File: src/hdl/bpts_pkg.sv
`timescale 1ns / 1ps

package bpts_pkg;

	// Field and register widths
	localparam int TIME_W     = 48;
	localparam int COUNT_W    = 16;
	localparam int TICK_W     = 32;
	localparam int TOTAL_W    = 16;
	localparam int CMD_W      = 2;
	localparam int PHASE_W    = 3;
	localparam int CFG_IDX_W  = 2;
	localparam int CFG_DATA_W = 32;

	// Derived widths: a mark never wraps at THR_W bits
	localparam int PROD_W = COUNT_W + TICK_W;
	localparam int THR_W  = ((TIME_W > PROD_W) ? TIME_W : PROD_W) + 2;
	localparam int NEXT_W = COUNT_W + 1;
	localparam int CMP_W  = (NEXT_W > TOTAL_W) ? NEXT_W : TOTAL_W;

	// Mark recompute after a register write: multiply stage, then load
	localparam int              CALC_CNT_W  = 2;
	localparam logic [CALC_CNT_W-1:0] CALC_CYCLES = CALC_CNT_W'(2);

	// Commands
	localparam logic [CMD_W-1:0] CMD_START = CMD_W'(1);
	localparam logic [CMD_W-1:0] CMD_ABORT = CMD_W'(2);

	// Reported phase codes
	localparam logic [PHASE_W-1:0] PH_IDLE  = PHASE_W'(0);
	localparam logic [PHASE_W-1:0] PH_DELAY = PHASE_W'(1);
	localparam logic [PHASE_W-1:0] PH_POS   = PHASE_W'(2);
	localparam logic [PHASE_W-1:0] PH_NEG   = PHASE_W'(3);
	localparam logic [PHASE_W-1:0] PH_DONE  = PHASE_W'(4);

	// Register indexes
	localparam logic [CFG_IDX_W-1:0] REG_DELAY  = CFG_IDX_W'(0);
	localparam logic [CFG_IDX_W-1:0] REG_PERIOD = CFG_IDX_W'(1);
	localparam logic [CFG_IDX_W-1:0] REG_HIGH   = CFG_IDX_W'(2);
	localparam logic [CFG_IDX_W-1:0] REG_TOTAL  = CFG_IDX_W'(3);

	typedef enum logic [4:0] {
		ST_IDLE  = 5'b00001,
		ST_DELAY = 5'b00010,
		ST_POS   = 5'b00100,
		ST_NEG   = 5'b01000,
		ST_DONE  = 5'b10000
	} phase_t;

	typedef struct packed {
		logic [TICK_W-1:0]  delay;
		logic [TICK_W-1:0]  period;
		logic [TICK_W-1:0]  high;
		logic [TOTAL_W-1:0] total;
	} cfg_t;

	typedef struct packed {
		logic busy;
		logic load;
	} calc_t;

	typedef struct packed {
		logic              latch;
		logic              advance;
		logic              wrap;
		logic [TIME_W-1:0] now;
	} mark_upd_t;

	function automatic logic [PHASE_W-1:0] phase_code(input phase_t st);
		logic [PHASE_W-1:0] code;
		unique case (st)
			ST_IDLE:  code = PH_IDLE;
			ST_DELAY: code = PH_DELAY;
			ST_POS:   code = PH_POS;
			ST_NEG:   code = PH_NEG;
			default:  code = PH_DONE;
		endcase
		return code;
	endfunction

endpackage

File: src/hdl/bpts_marks.sv
`timescale 1ns / 1ps

module bpts_marks import bpts_pkg::*; (
	input  logic               clk,
	input  logic               arst_n,
	input  cfg_t               cfg,
	input  calc_t              calc,
	input  mark_upd_t          upd,
	input  logic [COUNT_W-1:0] count,
	output logic [THR_W-1:0]   delay_mark,
	output logic [THR_W-1:0]   base_mark
);

	logic [TIME_W-1:0] start_q;
	logic [THR_W-1:0]  delay_mark_q;
	logic [THR_W-1:0]  base_mark_q;
	logic [THR_W-1:0]  sd_s1;
	logic [PROD_W-1:0] prod_s1;
	logic [THR_W-1:0]  latch_sum;

	assign latch_sum = THR_W'(upd.now) + THR_W'(cfg.delay);

	// Free-running recompute stage; only used while calc.load is high
	always_ff @(posedge clk) begin
		sd_s1   <= THR_W'(start_q) + THR_W'(cfg.delay);
		prod_s1 <= PROD_W'(count) * PROD_W'(cfg.period);
	end

	// base_mark_q holds start + delay + count * period
	always_ff @(posedge clk or negedge arst_n) begin
		if (!arst_n) begin
			start_q      <= '0;
			delay_mark_q <= '0;
			base_mark_q  <= '0;
		end else if (calc.load) begin
			delay_mark_q <= sd_s1;
			base_mark_q  <= sd_s1 + THR_W'(prod_s1);
		end else if (upd.latch) begin
			start_q      <= upd.now;
			delay_mark_q <= latch_sum;
			base_mark_q  <= latch_sum;
		end else if (upd.advance) begin
			// a wrapped count starts over at zero periods
			base_mark_q <= upd.wrap ? delay_mark_q : base_mark_q + THR_W'(cfg.period);
		end
	end

	assign delay_mark = delay_mark_q;
	assign base_mark  = base_mark_q;

endmodule

File: config.mk
export PLATFORM = sky130hd
export DESIGN_NAME = bpts_marks
export DESIGN_NICKNAME = d
export VERILOG_FILES = /design/src/hdl/bpts_pkg.sv /design/src/hdl/bpts_marks.sv
export SDC_FILE = /design/constraint.sdc
export NUM_CORES = 2
export LEC_CHECK = 0
export BUFFER_PORTS_ARGS = -buffer_cell sky130_fd_sc_hd__buf_2
export CAP_MARGIN = 20
export CORE_MARGIN = 2
export CORE_UTILIZATION = 57
export DETAILED_ROUTE_END_ITERATION = 8
export GPL_TIMING_DRIVEN = 0
export PLACE_DENSITY_LB_ADDON = 0.25
export SLEW_MARGIN = 15
export SYNTH_ARGS = -nofsm -noshare
export SYNTH_HDL_FRONTEND = slang
export SYNTH_SLANG_ARGS = --single-unit
File: constraint.sdc
create_clock -name clk -period 3.14 [get_ports clk]
set_input_delay 0 -clock clk [delete_from_list [all_inputs] [get_ports clk]]
set_output_delay 0 -clock clk [all_outputs]
set_load 0.05 [all_outputs]
# After elaboration in Yosys (flattened, before gate mapping)
# Index checks and enable logic that the tools add are counted.
# totals
reg_bits	245
word_cells	20
input_bits	183
# classes
mux	6
n_mul	1
add_sub_neg	4
n_bitwise	1
reduce_logical	3
# op_table
op	count
2-to-1 mux 50 bit	6
adder 48 x 32 -> 49 bit	2
adder 49 x 48 -> 50 bit	1
adder 50 x 32 -> 50 bit	1
multiplier 16 x 32 -> 48 bit	1
nonzero test 3 bit	1
AND reduction 2 bit	1
nonzero test 2 bit	1
NOT 1 bit	1

# Depth between registers and ports, before layout
# logic_depth
depth_word	5
mapped_depth	26

# Worst setup path before layout
# OpenSTA, ideal clock, no wires.
# synth_timing
path_kind	input to register
startpoint	input cfg[60] (netlist name)
endpoint	register prod_s1[47]
setup_slack_ns	-2.848
n_path_buf	1
arrival_ns	5.915
required_time_ns	3.068
stages	23
setup_time_ns	0.072
path_cell_list	clkbuf_1 -> nand2_1 -> fa_1 -> fa_1 -> fa_1 -> inv_1 -> fa_1 -> fa_1 -> inv_1 -> fa_1 -> inv_1 -> ha_1 -> and3_1 -> and3_1 -> o21a_1 -> a21oi_2 -> o31ai_4 -> a311oi_1 -> o21a_1 -> o41ai_4 -> a21oi_2 -> o31ai_2 -> xnor2_1
# synth_between
elab_chain_len	1
# synth_rtl
element	line_no	rtl
start, declared	bpts_marks.sv:6	input cfg_t cfg,
multiplier 16 x 32 -> 48 bit	bpts_marks.sv:26	prod_s1 <= PROD_W'(count) * PROD_W'(cfg.period);
end signal, assigned	bpts_marks.sv:26	
end, declared	bpts_marks.sv:18	logic [PROD_W-1:0] prod_s1;
# Every way passes these cells.
# A chain may end at the register's enable or synchronous reset.

# Worst setup path after layout
# layout_timing
startpoint	input cfg[56] (netlist name)
endpoint	register prod_s1[43]
# Same word-level chain as after synthesis.

==> impl_metrics.json <==
{
  "status": "complete, but fails checks",
  "violations": "negative hold slack, negative setup slack",
  "finalSetupViolCount": 59,
  "n_fill_cell": 4300,
  "path_max_fanout": 10,
  "worst_pin_slew_ns": 1.11,
  "area_delta_synth_final_pct": 25.1,
  "reg2reg_depth": 18,
  "antenna_found_initial": 9,
  "numCtsBuffers": 26,
  "netlist_top_cells_area": "fa_1 25%, dfrtp_1 11%, ha_1 9.9%",
  "busiest_layer": "met2",
  "detail-route-antenna-nets": 0,
  "worstSkewPairLatency_ns": 0.58,
  "grt_pass1_wl_microns": 183000,
  "clkTransAtPathRegs_ns": 0.07,
  "fin_cells": 5218,
  "design_area_sq_um": 41700,
  "cp-end-kind": "register",
  "fin_tns_setup_ns": -76.79,
  "die_area_sq_um": 60400,
  "grt_start_max_net_pins": 89,
  "critPathCapture": "prod_s1[43]$_DFF_P_",
  "period_needed_ns": 5.79,
  "crit_type": "input port to register",
  "async_reset_ff_share_pct": 60.2,
  "drc_errors": 0,
  "grtUsageMet2_pct": 62.5,
  "slew_headroom_pct": 26.1,
  "synth-main-ff-cell": "dfrtp_1",
  "seq_area_frac_synth_pct": 16.9,
  "reg2reg_setup_slack_ns": -0.32,
  "hpwl_microns": 93600,
  "slowest_stage": "fa_2",
  "hold_class": "input port to register",
  "use_met1_pct": 51.8,
  "die_h_microns": 246,
  "vias_per_cell": 6.16,
  "cp.arrival_ns": 6.28,
  "rsz0062_at_grt": "yes",
  "nets": 5297,
  "reg2reg_from": "sd_s1[0]$_DFF_P_",
  "post-synth-top-count-cell": "nand2_1",
  "yosys.area.top_type": "fa_1",
  "synthCells": 3946,
  "path_common_cell": "fa_1",
  "max-cap-violations": 0,
  "fmax_ghz": 0.173,
  "crit_buf_inv": 3,
  "crit_chain": "buf_4 -> clkbuf_8 -> nand2_1 -> fa_1 -> fa_2 -> fa_2 -> fa_1 -> inv_1 -> fa_1 -> fa_1 -> ha_4 -> and3_4 -> and3_4 -> o21a_1 -> a21oi_4 -> o31ai_4 -> a311oi_2 -> o21a_2 -> o41ai_4 -> a21oi_4 -> o41ai_2 -> xnor2_1",
  "synth.distinct_cells": 92,
  "clockBufferDepth": 3,
  "slew_viol_final": 0,
  "cts_root_buffer": "clkbuf_16",
  "fin_crit_sh_pct": 184,
  "crit_family": "adder cells",
  "placed_cells": 4945,
  "start_util_pct": 57.8,
  "drtIter0Drc": 3133,
  "ys_top_cells_by_count": "688 x nand2_1, 484 x inv_1, 422 x fa_1, 264 x ha_1, 238 x a21oi_1",
  "htree_num_levels": 1,
  "synth_edf_count": 0,
  "die_x_microns": 246,
  "synth_area_sq_um": 33300,
  "routabilityCongestion": 1.00,
  "rows": 88,
  "cts.sink_count": 244,
  "placed_cell_area_sq_um": 36000,
  "core_area_sq_um": 57700,
  "grt_overflow": 0,
  "io_buffers": 232,
  "yosysWarnings": 0,
  "avgSynthCellArea_sq_um": 8.44,
  "drive_gt1_share_pct": 18.5,
  "grt_pass1_vias": 31600,
  "grt_usage_pct": 40.0,
  "tritoncts": "done",
  "max_stage_delay_ns": 0.61,
  "finish.utilization_pct": 72.3,
  "cp.depth": 22,
  "routed_wl_microns": 124000,
  "cp.required_ns": 3.63,
  "use_met3_pct": 9.30,
  "whs_ns": -0.00329,
  "syn_nets": 4815,
  "ys_ff_latch": 244,
  "wire_per_inst_microns": 23.7,
  "skew_ns": 0.0212,
  "critPathLaunchType": "input port",
  "setup_slack_ns": -2.65,
  "dr.pass1.iters": 7,
  "crit_start": "cfg[56]",
  "num_vias": 32200,
  "timing.rr.end": "base_mark[48]$_DFFE_PN0P_",
  "hold_viol_final": 1,
  "yosysTopAreaCellShare_pct": 25.4,
  "ios": 283
}
[cells in the final DEF (no fill, tap or decap), types with 36 or more instances in the layout]
cell and instances:
a21o_1 103, a21oi_1 202, and2_1 213, buf_2 199, buf_4 141, buf_6 45
clkbuf_1 73, clkbuf_16 63, dfrtp_1 132, dfxtp_1 91, dlygate4sd3_1 82, fa_1 404
ha_1 212, ha_4 37, inv_1 468, nand2_1 683, nand3_1 46, nand4_1 39
nor2_1 153, o21ai_0 125, o21bai_1 36, xnor2_1 118, xor2_1 70
[how the worst min path moves through the flow]
stage,from,end,cells after the start
3_5_place_dp,arst_n,start_q[46]$_DFFE_PN0P_,1
2_1_floorplan,arst_n,base_mark[0]$_DFFE_PN0P_,0
3_3_place_gp,upd[0],start_q[0]$_DFFE_PN0P_,3
5_1_grt,cfg[97],sd_s1[17]$_DFF_P_,3
4_1_cts,calc[0],base_mark[0]$_DFFE_PN0P_,4
6_report,cfg[97],sd_s1[17]$_DFF_P_,3
[metrics by stage]
stage | hold WS (ns) | worst slack, ns
6_report | -0.00329 | -2.65
5_1_grt | -0.000811 | -2.78
4_1_cts | 0.00314 | -2.54
3_5_place_dp | -0.0312 | -3.72
3_3_place_gp | 0.214 | -3.70
2_1_floorplan | -0.296 | -2.51
[layout make-up]
| class | instances | area (sq um) | area share (%) |
|---|---|---|---|
| Timing Repair Buffer | 471 | 3610 | 8.66 |
| Buffer | 161 | 1650 | 3.96 |
| Inverter | 485 | 1820 | 4.37 |
| Tap cell | 765 | 957 | 2.30 |
| Clock buffer | 37 | 818 | 1.96 |
| Multi-Input combinational cell | 3039 | 27000 | 64.8 |
| Sequential cell | 244 | 5650 | 13.6 |
| Clock inverter | 11 | 135 | 0.324 |
| Antenna cell | 5 | 12.5 | 0.0300 |
[cells by family after synthesis]
| family | count (synthesis) | share of synthesized area [%] |
|---|---|---|
| simple gates | 1317 | 18.2 |
| buf+inv | 664 | 7.52 |
| xor+xnor | 202 | 5.31 |
| compound gates | 814 | 16.2 |
| flops | 244 | 16.9 |
| mux | 18 | 0.541 |
| fa+ha+maj | 686 | 35.3 |
| other cells | 1 | 0.0113 |
[metal layers]
| layer | routed length (microns) | part of all wire (%) |
|---|---|---|
| met1 | 45900 | 37 |
| met4 | 8540 | 6.9 |
| met5 | 171 | 0.14 |
| met3 | 14000 | 11 |
| met2 | 55000 | 45 |
[repair_timing]
action / in CTS / in global routing
buffers inserted: 91 / 72
cloned: 1 / 1
hold buffers: 83 / 0
resized for setup: 403 / 218
pin swaps: 123 / 136
endpoints found under the setup margin: 85 / 105
endpoints found under the hold margin: 238 / 0
[sequential cells by signal, indices dropped and copies added, names as in the netlist]
| signal | cells |
|---|---|
| prod_s1 | 48 |
| sd_s1 | 49 |
| start_q | 48 |
| delay_mark | 49 |
| base_mark | 50 |
[worst min-delay path, cell delays in order]
cell     delay (ns)
buf_2          0.13
ha_2           0.26
xnor2_1        0.11
Power is not shown: default switching activity piles up to over one toggle a cycle in this logic, so the estimate is an artifact.
