[src/hdl/bpts_pkg.sv]
`timescale 1ns / 1ps

package bpts_pkg;

	// Field and register widths
	localparam int TIME_W     = 48;
	localparam int COUNT_W    = 16;
	localparam int TICK_W     = 32;
	localparam int TOTAL_W    = 16;
	localparam int CMD_W      = 2;
	localparam int PHASE_W    = 3;
	localparam int CFG_IDX_W  = 2;
	localparam int CFG_DATA_W = 32;

	// Derived widths: a mark never wraps at THR_W bits
	localparam int PROD_W = COUNT_W + TICK_W;
	localparam int THR_W  = ((TIME_W > PROD_W) ? TIME_W : PROD_W) + 2;
	localparam int NEXT_W = COUNT_W + 1;
	localparam int CMP_W  = (NEXT_W > TOTAL_W) ? NEXT_W : TOTAL_W;

	// Mark recompute after a register write: multiply stage, then load
	localparam int              CALC_CNT_W  = 2;
	localparam logic [CALC_CNT_W-1:0] CALC_CYCLES = CALC_CNT_W'(2);

	// Commands
	localparam logic [CMD_W-1:0] CMD_START = CMD_W'(1);
	localparam logic [CMD_W-1:0] CMD_ABORT = CMD_W'(2);

	// Reported phase codes
	localparam logic [PHASE_W-1:0] PH_IDLE  = PHASE_W'(0);
	localparam logic [PHASE_W-1:0] PH_DELAY = PHASE_W'(1);
	localparam logic [PHASE_W-1:0] PH_POS   = PHASE_W'(2);
	localparam logic [PHASE_W-1:0] PH_NEG   = PHASE_W'(3);
	localparam logic [PHASE_W-1:0] PH_DONE  = PHASE_W'(4);

	// Register indexes
	localparam logic [CFG_IDX_W-1:0] REG_DELAY  = CFG_IDX_W'(0);
	localparam logic [CFG_IDX_W-1:0] REG_PERIOD = CFG_IDX_W'(1);
	localparam logic [CFG_IDX_W-1:0] REG_HIGH   = CFG_IDX_W'(2);
	localparam logic [CFG_IDX_W-1:0] REG_TOTAL  = CFG_IDX_W'(3);

	typedef enum logic [4:0] {
		ST_IDLE  = 5'b00001,
		ST_DELAY = 5'b00010,
		ST_POS   = 5'b00100,
		ST_NEG   = 5'b01000,
		ST_DONE  = 5'b10000
	} phase_t;

	typedef struct packed {
		logic [TICK_W-1:0]  delay;
		logic [TICK_W-1:0]  period;
		logic [TICK_W-1:0]  high;
		logic [TOTAL_W-1:0] total;
	} cfg_t;

	typedef struct packed {
		logic busy;
		logic load;
	} calc_t;

	typedef struct packed {
		logic              latch;
		logic              advance;
		logic              wrap;
		logic [TIME_W-1:0] now;
	} mark_upd_t;

	function automatic logic [PHASE_W-1:0] phase_code(input phase_t st);
		logic [PHASE_W-1:0] code;
		unique case (st)
			ST_IDLE:  code = PH_IDLE;
			ST_DELAY: code = PH_DELAY;
			ST_POS:   code = PH_POS;
			ST_NEG:   code = PH_NEG;
			default:  code = PH_DONE;
		endcase
		return code;
	endfunction

endpackage

[src/hdl/bpts_cfg.sv]
`timescale 1ns / 1ps

module bpts_cfg import bpts_pkg::*; (
	input  logic                  clk,
	input  logic                  arst_n,
	input  logic                  wr_en,
	input  logic [CFG_IDX_W-1:0]  index,
	input  logic [CFG_DATA_W-1:0] data,
	output cfg_t                  cfg,
	output calc_t                 calc
);

	cfg_t                  cfg_q;
	logic [CALC_CNT_W-1:0] calc_cnt_q;

	always_ff @(posedge clk or negedge arst_n) begin
		if (!arst_n) begin
			cfg_q.delay  <= '0;
			cfg_q.period <= '0;
			cfg_q.high   <= '0;
			cfg_q.total  <= TOTAL_W'(1);
			calc_cnt_q   <= '0;
		end else if (wr_en) begin
			unique case (index)
				REG_DELAY:  cfg_q.delay  <= data[TICK_W-1:0];
				REG_PERIOD: cfg_q.period <= data[TICK_W-1:0];
				REG_HIGH:   cfg_q.high   <= data[TICK_W-1:0];
				REG_TOTAL:  cfg_q.total  <= data[TOTAL_W-1:0];
			endcase
			// restart the mark recompute on every write
			calc_cnt_q <= CALC_CYCLES;
		end else if (calc_cnt_q != '0) begin
			calc_cnt_q <= calc_cnt_q - CALC_CNT_W'(1);
		end
	end

	assign cfg       = cfg_q;
	assign calc.busy = (calc_cnt_q != '0);
	assign calc.load = (calc_cnt_q == CALC_CNT_W'(1));

endmodule

[config.mk]
export PLATFORM = sky130hd
export DESIGN_NAME = bpts_cfg
export DESIGN_NICKNAME = d
export VERILOG_FILES = /design/src/hdl/bpts_pkg.sv /design/src/hdl/bpts_cfg.sv
export SDC_FILE = /design/constraint.sdc
export NUM_CORES = 1
export LEC_CHECK = 0
export BUFFER_PORTS_ARGS = -buffer_cell sky130_fd_sc_hd__buf_2
export CORE_ASPECT_RATIO = 1.4
export CORE_MARGIN = 5
export CORE_UTILIZATION = 53
export DETAILED_ROUTE_END_ITERATION = 12
export PLACE_DENSITY_LB_ADDON = 0.08
export SLEW_MARGIN = 20
export SYNTH_ARGS = -nofsm -noshare
export SYNTH_HDL_FRONTEND = slang
export SYNTH_SLANG_ARGS = --single-unit
[constraint.sdc]
create_clock -name clk -period 2 [get_ports clk]
set_clock_uncertainty 0.1 [all_clocks]
set_input_delay 0.2 -clock clk [delete_from_list [all_inputs] [get_ports clk]]
set_output_delay 0.2 -clock clk [all_outputs]
set_load 0.005 [all_outputs]
# ---- Word level (Yosys, flattened, before mapping)
# Index checks and enable logic that the tools add are counted.
dict set report totals {
  out_inout_bits 114
  wordCells 19
  in_bits 37
  register_bits 114
}
dict set report classes {
  reduce_logical 7
  eq_ne 4
  n_mux 2
  add_sub_neg 1
}
# cell n
set op_table {}
lappend op_table {{AND reduction 2 bit} 4}
lappend op_table {{equality test 2 x 1 -> 1 bit, second input constant} 2}
lappend op_table {{equality test 2 bit, second input constant} 2}
lappend op_table {{two-way mux 2 bit} 2}
lappend op_table {{nonzero test 2 bit} 2}
lappend op_table {{logical NOT 2 bit} 1}
lappend op_table {{subtractor 2 x 1 -> 2 bit, second input constant} 1}

# ---- Depth between registers and ports, before layout
# Gate-level depths: netlist (run 1).
dict set report logic_depth {
  word_depth 3
  ltp_mapped 4
  depth_no_buf 4
}

# ---- Least setup slack after synthesis (run 1)
# No wires, ideal clock.
dict set report synth_path {
  kind {input to register}
  start {input wr_en}
  end {register cfg_q (netlist bit cfg[100])}
  t_arrival_ps 1123
  t_required_ps 1775
  stages 4
  path_buffers 2
  setup_ps 125
  slack_ps 652
  cell_sequence {buf_4 nor3b_4 buf_6 mux2_2}
}
dict set report synth_via {
  elab_chain_cells 1
}
# item line_no
set synth_lines {}
lappend synth_lines {{from (decl)} bpts_cfg.sv:6} ;# input logic wr_en,
lappend synth_lines {{AND reduction 2 bit (no source line)} --}
lappend synth_lines {{to (decl)} bpts_cfg.sv:13} ;# cfg_t cfg_q;
# Every way passes these cells.
# A chain may end at the register's enable or synchronous reset.

# ---- Final worst setup path (run 1)
dict set report layout_path {
  start {input wr_en}
  end {register cfg_q (netlist bit cfg[103])}
}
# Same word-level chain as after synthesis.

==> results of run 1 <==
-- final cells by class --
| cell class | instances | area [um2] |
|---|---|---|
| fill | 546 | 2000 |
| timing repair buffer | 191 | 1180 |
| sequential | 114 | 2850 |
| clock buffer | 28 | 537 |
| clock inverter | 4 | 20.0 |
| tap | 102 | 128 |
| inverter | 3 | 11.3 |
| multi-input combinational | 123 | 1370 |
-- through the flow --
stage	worst slack [ns]	instances	hold WS, ns	instance area [um2]
6_report	0.355	565	0.197	6100
5_1_grt	0.277	565	0.228	6100
4_1_cts	0.359	565	0.205	6100
3_5_place_dp	0.461	499	0.0872	5210
3_3_place_gp	0.458	499	0.0773	5210
2_1_floorplan	0.652	251	-0.196	4350
-- synthesized netlist by cell type, drive strengths merged --
cell type	n	share of area (%)
clkbuf	3	0.95
nand2b	2	0.29
inv	3	0.26
buf	8	1.7
nor3b	1	0.43
dfrtp	113	65
mux2	112	29
a21o	1	0.17
xor2	1	0.20
nand3	1	0.23
nand3b	2	0.52
dfstp	1	0.60
nor2	1	0.086
ha	2	0.57
-- flip-flops by register name, summed over array words and instances (netlist names) --
name and cells:
cfg 112, calc_cnt_q 2
-- report_power, final --
group / switching (uW) / total [uW] / internal, uW
Combinational: 513 / 1250 / 742
Sequential: 226 / 2990 / 2760
Clock: 937 / 2740 / 1800
-- worst max path at each step --
stage          endpoint
6_report       cfg[103]
5_1_grt        cfg[107]
4_1_cts        cfg[103]
3_5_place_dp    cfg[34]
3_3_place_gp    cfg[16]
2_1_floorplan  cfg[100]
-- worst max-delay path: cells and delay by family --
kind,cells,cell delay (ns)
buf+inv,3,1.02
mux,1,0.38
simple gates,1,0.21
-- cells by family after synthesis --
group | count (synthesis) | share of synthesized area, %
AO/OA/AOI/OAI | 1 | 0.173
XOR/XNOR | 1 | 0.201
adder cells (fa/ha/maj) | 2 | 0.575
buffers and inverters | 14 | 2.93
flip-flops | 114 | 65.6
multiplexers | 112 | 29.0
AND/OR/NAND/NOR | 7 | 1.55
-- metal layers --
layer  wire (um)  track usage, %  vias up  share of wire (%)
li1            -               -     1291                  -
met1        3780            22.7     1423                 38
met2        5230            36.2      103                 53
met3         678            7.70       19                6.8
met4         220            10.5        0                2.2
met5           0               0        -                  0
==> flow_summary.ini, run 1 <==
[critical_path]
crit_fanout = 21
reg2reg_from = calc_cnt_q[0]
required_ns = 2.17
worst_ep_arrival_time_ns = 1.82
startpoint = wr_en
end_kind = register
cp_cell_sequence = dlygate4sd3_1, buf_2, nor3b_4, buf_4, mux2_2
regToRegSetupSlack_ns = 0.78
crit_type = in -> reg
start_kind = input pin
rr_endpoint = calc_cnt_q[1]
r2r_cells = 4
max_stage_delay_ns = 0.52
worst_path_max_delay_cell = dlygate4sd3_1

[clock_network]
clk_pin_slew_ns = 0.05
root_buffer = clkbuf_16
htreeDepth = 4
hold_buffers = 34
insertion_delay_ns = 0.40
clkSinkCount = 114
post_cts_buffers = 0
cts_tree = done
post_cts_resize_count = 0
cts_buffers = 17
clockBufferDepth = 2

[synthesis]
syn_inst = 251
netlist_area_mm2 = 0.00435
syn_avg_cell_area_um2 = 17.3
ys_warn_count = 0
syn-num-nets = 290
seq_area_frac_synth_pct = 65.6
synth_cell_type_count = 15
synth_seq_cells = 114

[place]
dp_hpwl_um = 6440
place_congestion = 0.696
numPortBuffers = 150

[floorplanning]
coreArea_mm2 = 0.00810
io_pins = 151
chipWidth_um = 86.6
fp.dieH_um = 117
dieArea_mm2 = 0.0101
rows = 39
start_util_pct = 53.7

[grt]
first_global_vias = 3143
grt-ovfl-total = 0
grt_start_max_net_pins = 49
grt_pass1_wl_um = 15900
antenna_found_initial = 0
gr-usage-all-layers_pct = 21.0

[run]
drv_cap = 0

[timing]
relSlewSlack_pct = 67.6
finalMaxSlewViolations = 0
setup_viol = 0
min_period_over_period_pct = 82.3
max_freq_ghz = 0.608
rsz0062_at_grt = no
final-hold-violation-count = 0
tightestPinTransition_ns = 0.485
fin_crit_ns = 1.65
timing.setup.tns_ns = 0

[route]
drcViolationCount = 0
via_per_inst = 5.02
vias = 2836
drtIter0Drc = 86
routed_wl_um = 9910
postRouteAntennaNets = 0
dr.pass1.iters = 4
wire_per_inst_um = 17.5

[run_status]
outcome = complete, no violations

[pwr]
power.leakage_uw = 0.00296
power_uw = 6980
powerDensity_mw_per_mm2 = 1140
vdd_ir_drop_max_mv = 0.850

[layout]
mostFrequentLayoutCells = buf_2, dfrtp_1, mux2_2
nets = 489
drive_above_1_share_pct = 65.2
finalCoreUtilization_pct = 75.3
antenna_cells = 0
final_common_cell = buf_2
area_growth_pct = 40.3

[min_path]
min_path_type = in -> async
Power figures use the tool's default switching activity.
==> inputs of run 2 (changes only) <==
--- a/config.mk
+++ b/config.mk
@@ -8,7 +8,7 @@
 export BUFFER_PORTS_ARGS = -buffer_cell sky130_fd_sc_hd__buf_2
 export CORE_ASPECT_RATIO = 1.4
 export CORE_MARGIN = 5
-export CORE_UTILIZATION = 53
+export CORE_UTILIZATION = 50
 export DETAILED_ROUTE_END_ITERATION = 12
 export PLACE_DENSITY_LB_ADDON = 0.08
 export SLEW_MARGIN = 20
==> constraint.sdc (replaced) <==
create_clock -name clk -period 1.52 [get_ports clk]
set_clock_uncertainty 0.1 [all_clocks]
set_input_delay 0.152 -clock clk [delete_from_list [all_inputs] [get_ports clk]]
set_output_delay 0.152 -clock clk [all_outputs]
set_load 0.005 [all_outputs]
==> flow_summary.ini, run 2 (synthesized netlist as in run 1, its figures left out) <==
[clock_network]
htreeDepth = 4
clkSinkCount = 114
cts_buffers = 17
clk_pin_slew_ns = 0.05
clockBufferDepth = 2
cts_tree = done
root_buffer = clkbuf_16
insertion_delay_ns = 0.40

[place]
dp_hpwl_um = 6650
placed_area_mm2 = 0.00530
pre_cts_slack_ns = 0.141
numPortBuffers = 150
place_congestion = 0.694

[layout]
antenna_cells = 0
nets = 494
mostFrequentLayoutCells = buf_2, dfrtp_1, mux2_2
fillers = 602
largest_reg_flops = 112
area_growth_pct = 42.4
drive_above_1_share_pct = 65.7
final_cell_area_mm2 = 0.00620
final_common_cell = buf_2
finalCoreUtilization_pct = 72.4

[critical_path]
reg2reg_from = calc_cnt_q[0]
crit_top_cell = buf_4
max_stage_delay_ns = 0.54
worst_ep_arrival_time_ns = 1.67
required_ns = 1.71
regToRegSetupSlack_ns = 0.38
cp_cell_sequence = dlygate4sd3_1, buf_4, buf_4, nand3b_2, buf_12, mux2_2
start_kind = input pin
crit_fanout = 22
critPathBufInv = 4
worst_path_max_delay_cell = dlygate4sd3_1
crit_family = buffers and inverters
crit_type = in -> reg
end_kind = register
rr_endpoint = calc_cnt_q[1]
r2r_cells = 4

[route]
postRouteAntennaNets = 0
wire_per_inst_um = 17.3
dr.pass1.iters = 3
drtIter0Drc = 66
drcViolationCount = 0
via_per_inst = 4.99
vias = 2857
routed_wl_um = 9890

[floorplanning]
io_pins = 151
start_util_pct = 50.8
chipWidth_um = 88.8
fp.dieH_um = 120
coreArea_mm2 = 0.00856
dieArea_mm2 = 0.0107
rows = 40

[pwr]
powerDensity_mw_per_mm2 = 1490
vdd_ir_drop_max_mv = 1.08
power.leakage_uw = 0.00299

[timing]
relSlewSlack_pct = 75.5
final-hold-violation-count = 0
finalMaxSlewViolations = 0
setup_ws_ns = 0.0417
setup_viol = 0
timing.setup.tns_ns = 0
tightestPinTransition_ns = 0.368
rsz0062_at_grt = no
min_period_over_period_pct = 97.3
fin_crit_ns = 1.48
max_freq_ghz = 0.676

[run]
drv_cap = 0

[run_status]
outcome = complete, no violations

[grt]
grt_start_max_net_pins = 37
first_global_vias = 3123
gr-usage-all-layers_pct = 20.4
grt-ovfl-total = 0
antenna_found_initial = 0
grt_pass1_wl_um = 16100

[min_path]
min_path_type = in -> async
-- run 2: worst reg2reg max path: stages (launching register included) --
cell	delay [ns]
dfrtp_1	0.39
inv_2	0.06
ha_4	0.17
nand2b_1	0.13
a21o_1	0.18
-- run 2: how the worst max path moves through the flow --
stage / cells after the start / to / start
5_1_grt: 6 / cfg[19] / wr_en
6_report: 6 / cfg[65] / wr_en
3_5_place_dp: 4 / cfg[109] / index[1]
4_1_cts: 4 / calc[1] / calc_cnt_q[0]
2_1_floorplan: 4 / cfg[100] / wr_en
3_3_place_gp: 4 / cfg[106] / index[1]
-- run 2: final cells by class --
class	instances	area [um2]	share of cell area (%)
repair buffers	196	1280	20.6
clock inverters	6	55.1	0.888
clock buffers	25	485	7.83
inverters	3	11.3	0.182
multi-input cells	123	1380	22.3
flip-flops and latches	114	2850	46.1
well taps	105	131	2.12
-- run 2: routing by layer --
metal	part of all wire [%]	global-route usage [%]
met1	38	23.7
met2	51	32.7
met3	9.5	9.00
met4	1.7	7.75
met5	0	0
-- run 2: what timing repair did --
action / CTS / global route
setup endpoints to repair: 1 / 5
endpoints found under the hold margin: 226 / 0
hold buffers: 34 / 0
resized for setup: 1 / 4
pin swaps: 0 / 0
buffers inserted: 0 / 0
-- run 2: metrics by stage --
step / hold WS (ns) / cells / total power [uW]
after global placement: -0.0123 / 507 / 5540
after floorplan: -0.244 / 251 / 4680
after CTS: 0.103 / 572 / 9300
final: 0.108 / 572 / 9210
after global routing: 0.131 / 572 / 9700
after detailed placement: -0.00582 / 507 / 5600
-- run 2: power breakdown --
group          total [uW]  leakage, uW  internal, uW  switching, uW
logic                1690      0.00137          1010            681
clock network        3590     0.000271          2340           1250
registers            3930      0.00135          3640            294
total                9210      0.00299          6990           2220
==> inputs of run 3 (changes only) <==
--- a/config.mk
+++ b/config.mk
@@ -9,6 +9,7 @@
 export CORE_ASPECT_RATIO = 1.4
 export CORE_MARGIN = 5
 export CORE_UTILIZATION = 50
+export CTS_CLUSTER_SIZE = 10
 export DETAILED_ROUTE_END_ITERATION = 12
 export PLACE_DENSITY_LB_ADDON = 0.08
 export SLEW_MARGIN = 20
==> constraint.sdc (replaced) <==
create_clock -name clk -period 1.37 [get_ports clk]
set_clock_uncertainty 0.1 [all_clocks]
set_input_delay 0.137 -clock clk [delete_from_list [all_inputs] [get_ports clk]]
set_output_delay 0.137 -clock clk [all_outputs]
set_load 0.005 [all_outputs]
==> flow_summary.ini, run 3 (synthesized netlist as in run 1, its figures left out) <==
[run_status]
violations = setup timing
outcome = complete, but fails checks

[pwr]
clockPowerShare_pct = 39.3
powerDensity_mw_per_mm2 = 1650
p_sw_uw = 2460
vdd_ir_drop_max_mv = 1.12
comb_power_share_pct = 18.6
power.leakage_uw = 0.00303
switching_share_pct = 23.7
seq_power_share_pct = 42.1
power_uw = 10400
internal_power_uw = 7900

[route]
vias = 2864
drcViolationCount = 0
via_per_inst = 4.96
postRouteAntennaNets = 0
dr.pass1.iters = 4
drtIter0Drc = 31
routed_wl_um = 9900
wire_per_inst_um = 17.2

[layout]
drive_above_1_share_pct = 66.3
area_growth_pct = 44.1
fillers = 592
antenna_cells = 0
largest_reg_flops = 112
finalCoreUtilization_pct = 73.3
mostFrequentLayoutCells = buf_2, dfrtp_1, mux2_2
final_common_cell = buf_2
final_cell_area_mm2 = 0.00627
nets = 499

[floorplanning]
io_pins = 151
dieArea_mm2 = 0.0107
chipWidth_um = 88.8
start_util_pct = 50.8
fp.dieH_um = 120
rows = 40
coreArea_mm2 = 0.00856

[critical_path]
start_kind = register
cp.depth = 4
crit_fanout = 3
cp_cell_sequence = inv_1, ha_2, inv_2, buf_6
max_stage_delay_ns = 0.40
regToRegSetupSlack_ns = 0.10
worst_ep_arrival_time_ns = 1.20
worst_path_max_delay_cell = dfrtp_1
rr_endpoint = calc_cnt_q[1]
required_ns = 1.13
reg2reg_from = calc_cnt_q[0]
crit_type = reg -> out
crit_family = flip-flops
r2r_cells = 5
critPathBufInv = 3
end_kind = output pin
startpoint = calc_cnt_q[0]
setup.worst_path.end = calc[1]

[timing]
hold_slack_ns = 0.119
relSlewSlack_pct = 72.8
min_period_over_period_pct = 105
finalMaxSlewViolations = 0
tightestPinTransition_ns = 0.408
setup_ws_ns = -0.0621
max_freq_ghz = 0.698
rsz0062_at_grt = yes
final-hold-violation-count = 0
setup_viol = 1
fin_crit_ns = 1.43

[clock_network]
clkSinkCount = 114
insertion_delay_ns = 0.40
cts_tree = done
root_buffer = clkbuf_16
htreeDepth = 4
clk_pin_slew_ns = 0.05
clockBufferDepth = 2
cts_buffers = 17

[place]
numPortBuffers = 150
place_congestion = 0.704
pre_cts_slack_ns = 0.0293
placed_area_mm2 = 0.00534
dp_hpwl_um = 6740

[min_path]
min_path_type = in -> async

[run]
drv_cap = 0

[grt]
grt_pass1_wl_um = 16000
gr-usage-all-layers_pct = 20.0
first_global_vias = 3093
grt-ovfl-total = 0
antenna_found_initial = 0
grt_start_max_net_pins = 30
run 3: worst min path at each step:
| stage | cells past startpoint | endpoint | slack, ns | from |
|---|---|---|---|---|
| 3_3_place_gp | 1 | cfg[106] | -0.002 | arst_n |
| 5_1_grt | 2 | cfg[42] | 0.15 | arst_n |
| 6_report | 2 | cfg[106] | 0.12 | arst_n |
| 4_1_cts | 2 | cfg[42] | 0.11 | arst_n |
| 2_1_floorplan | 0 | calc_cnt_q[0] | -0.26 | arst_n |
| 3_5_place_dp | 1 | cfg[42] | 0.001 | arst_n |
run 3: area by class of cell:
cell class	count	area (um2)	share of cell area (%)
clock buffer	26	509	8.12
clock inverter	5	50.0	0.798
inverter	3	11.3	0.180
multi-input combinational	123	1370	21.9
sequential	114	2850	45.5
tap	105	131	2.09
timing repair buffer	201	1340	21.4
run 3: metrics by stage:
step	std cells	TNS [ns]
6_report	577	-0.0621
5_1_grt	577	-0.147
4_1_cts	577	-0.0878
3_5_place_dp	509	0
3_3_place_gp	509	0
2_1_floorplan	251	0
run 3: per-layer routing:
metal  GRT usage [%]  vias up  wire length, um
met5               0        -                0
met4            7.28        0              129
li1                -     1318                -
met3            7.63       12              867
met2            32.5      102             5040
met1            23.9     1432             3860
run 3: power groups by stage:
| stage | clock network [uW] | registers, uW | logic [uW] |
|---|---|---|---|
| finish | 4070 | 4360 | 1920 |
| global route | 4340 | 4440 | 2130 |
| CTS | 4170 | 4360 | 1950 |
| detailed placement | 0 | 4400 | 1820 |
| global placement | 0 | 4380 | 1790 |
| floorplan | 0 | 4440 | 744 |
run 3: timing repair:
item,in CTS,in global routing
setup endpoints to repair,2,2
gates resized for setup,2,2
gates cloned,0,0
hold buffers,35,0
setup buffers,2,0
hold endpoints to repair,228,0
pin swaps,1,0
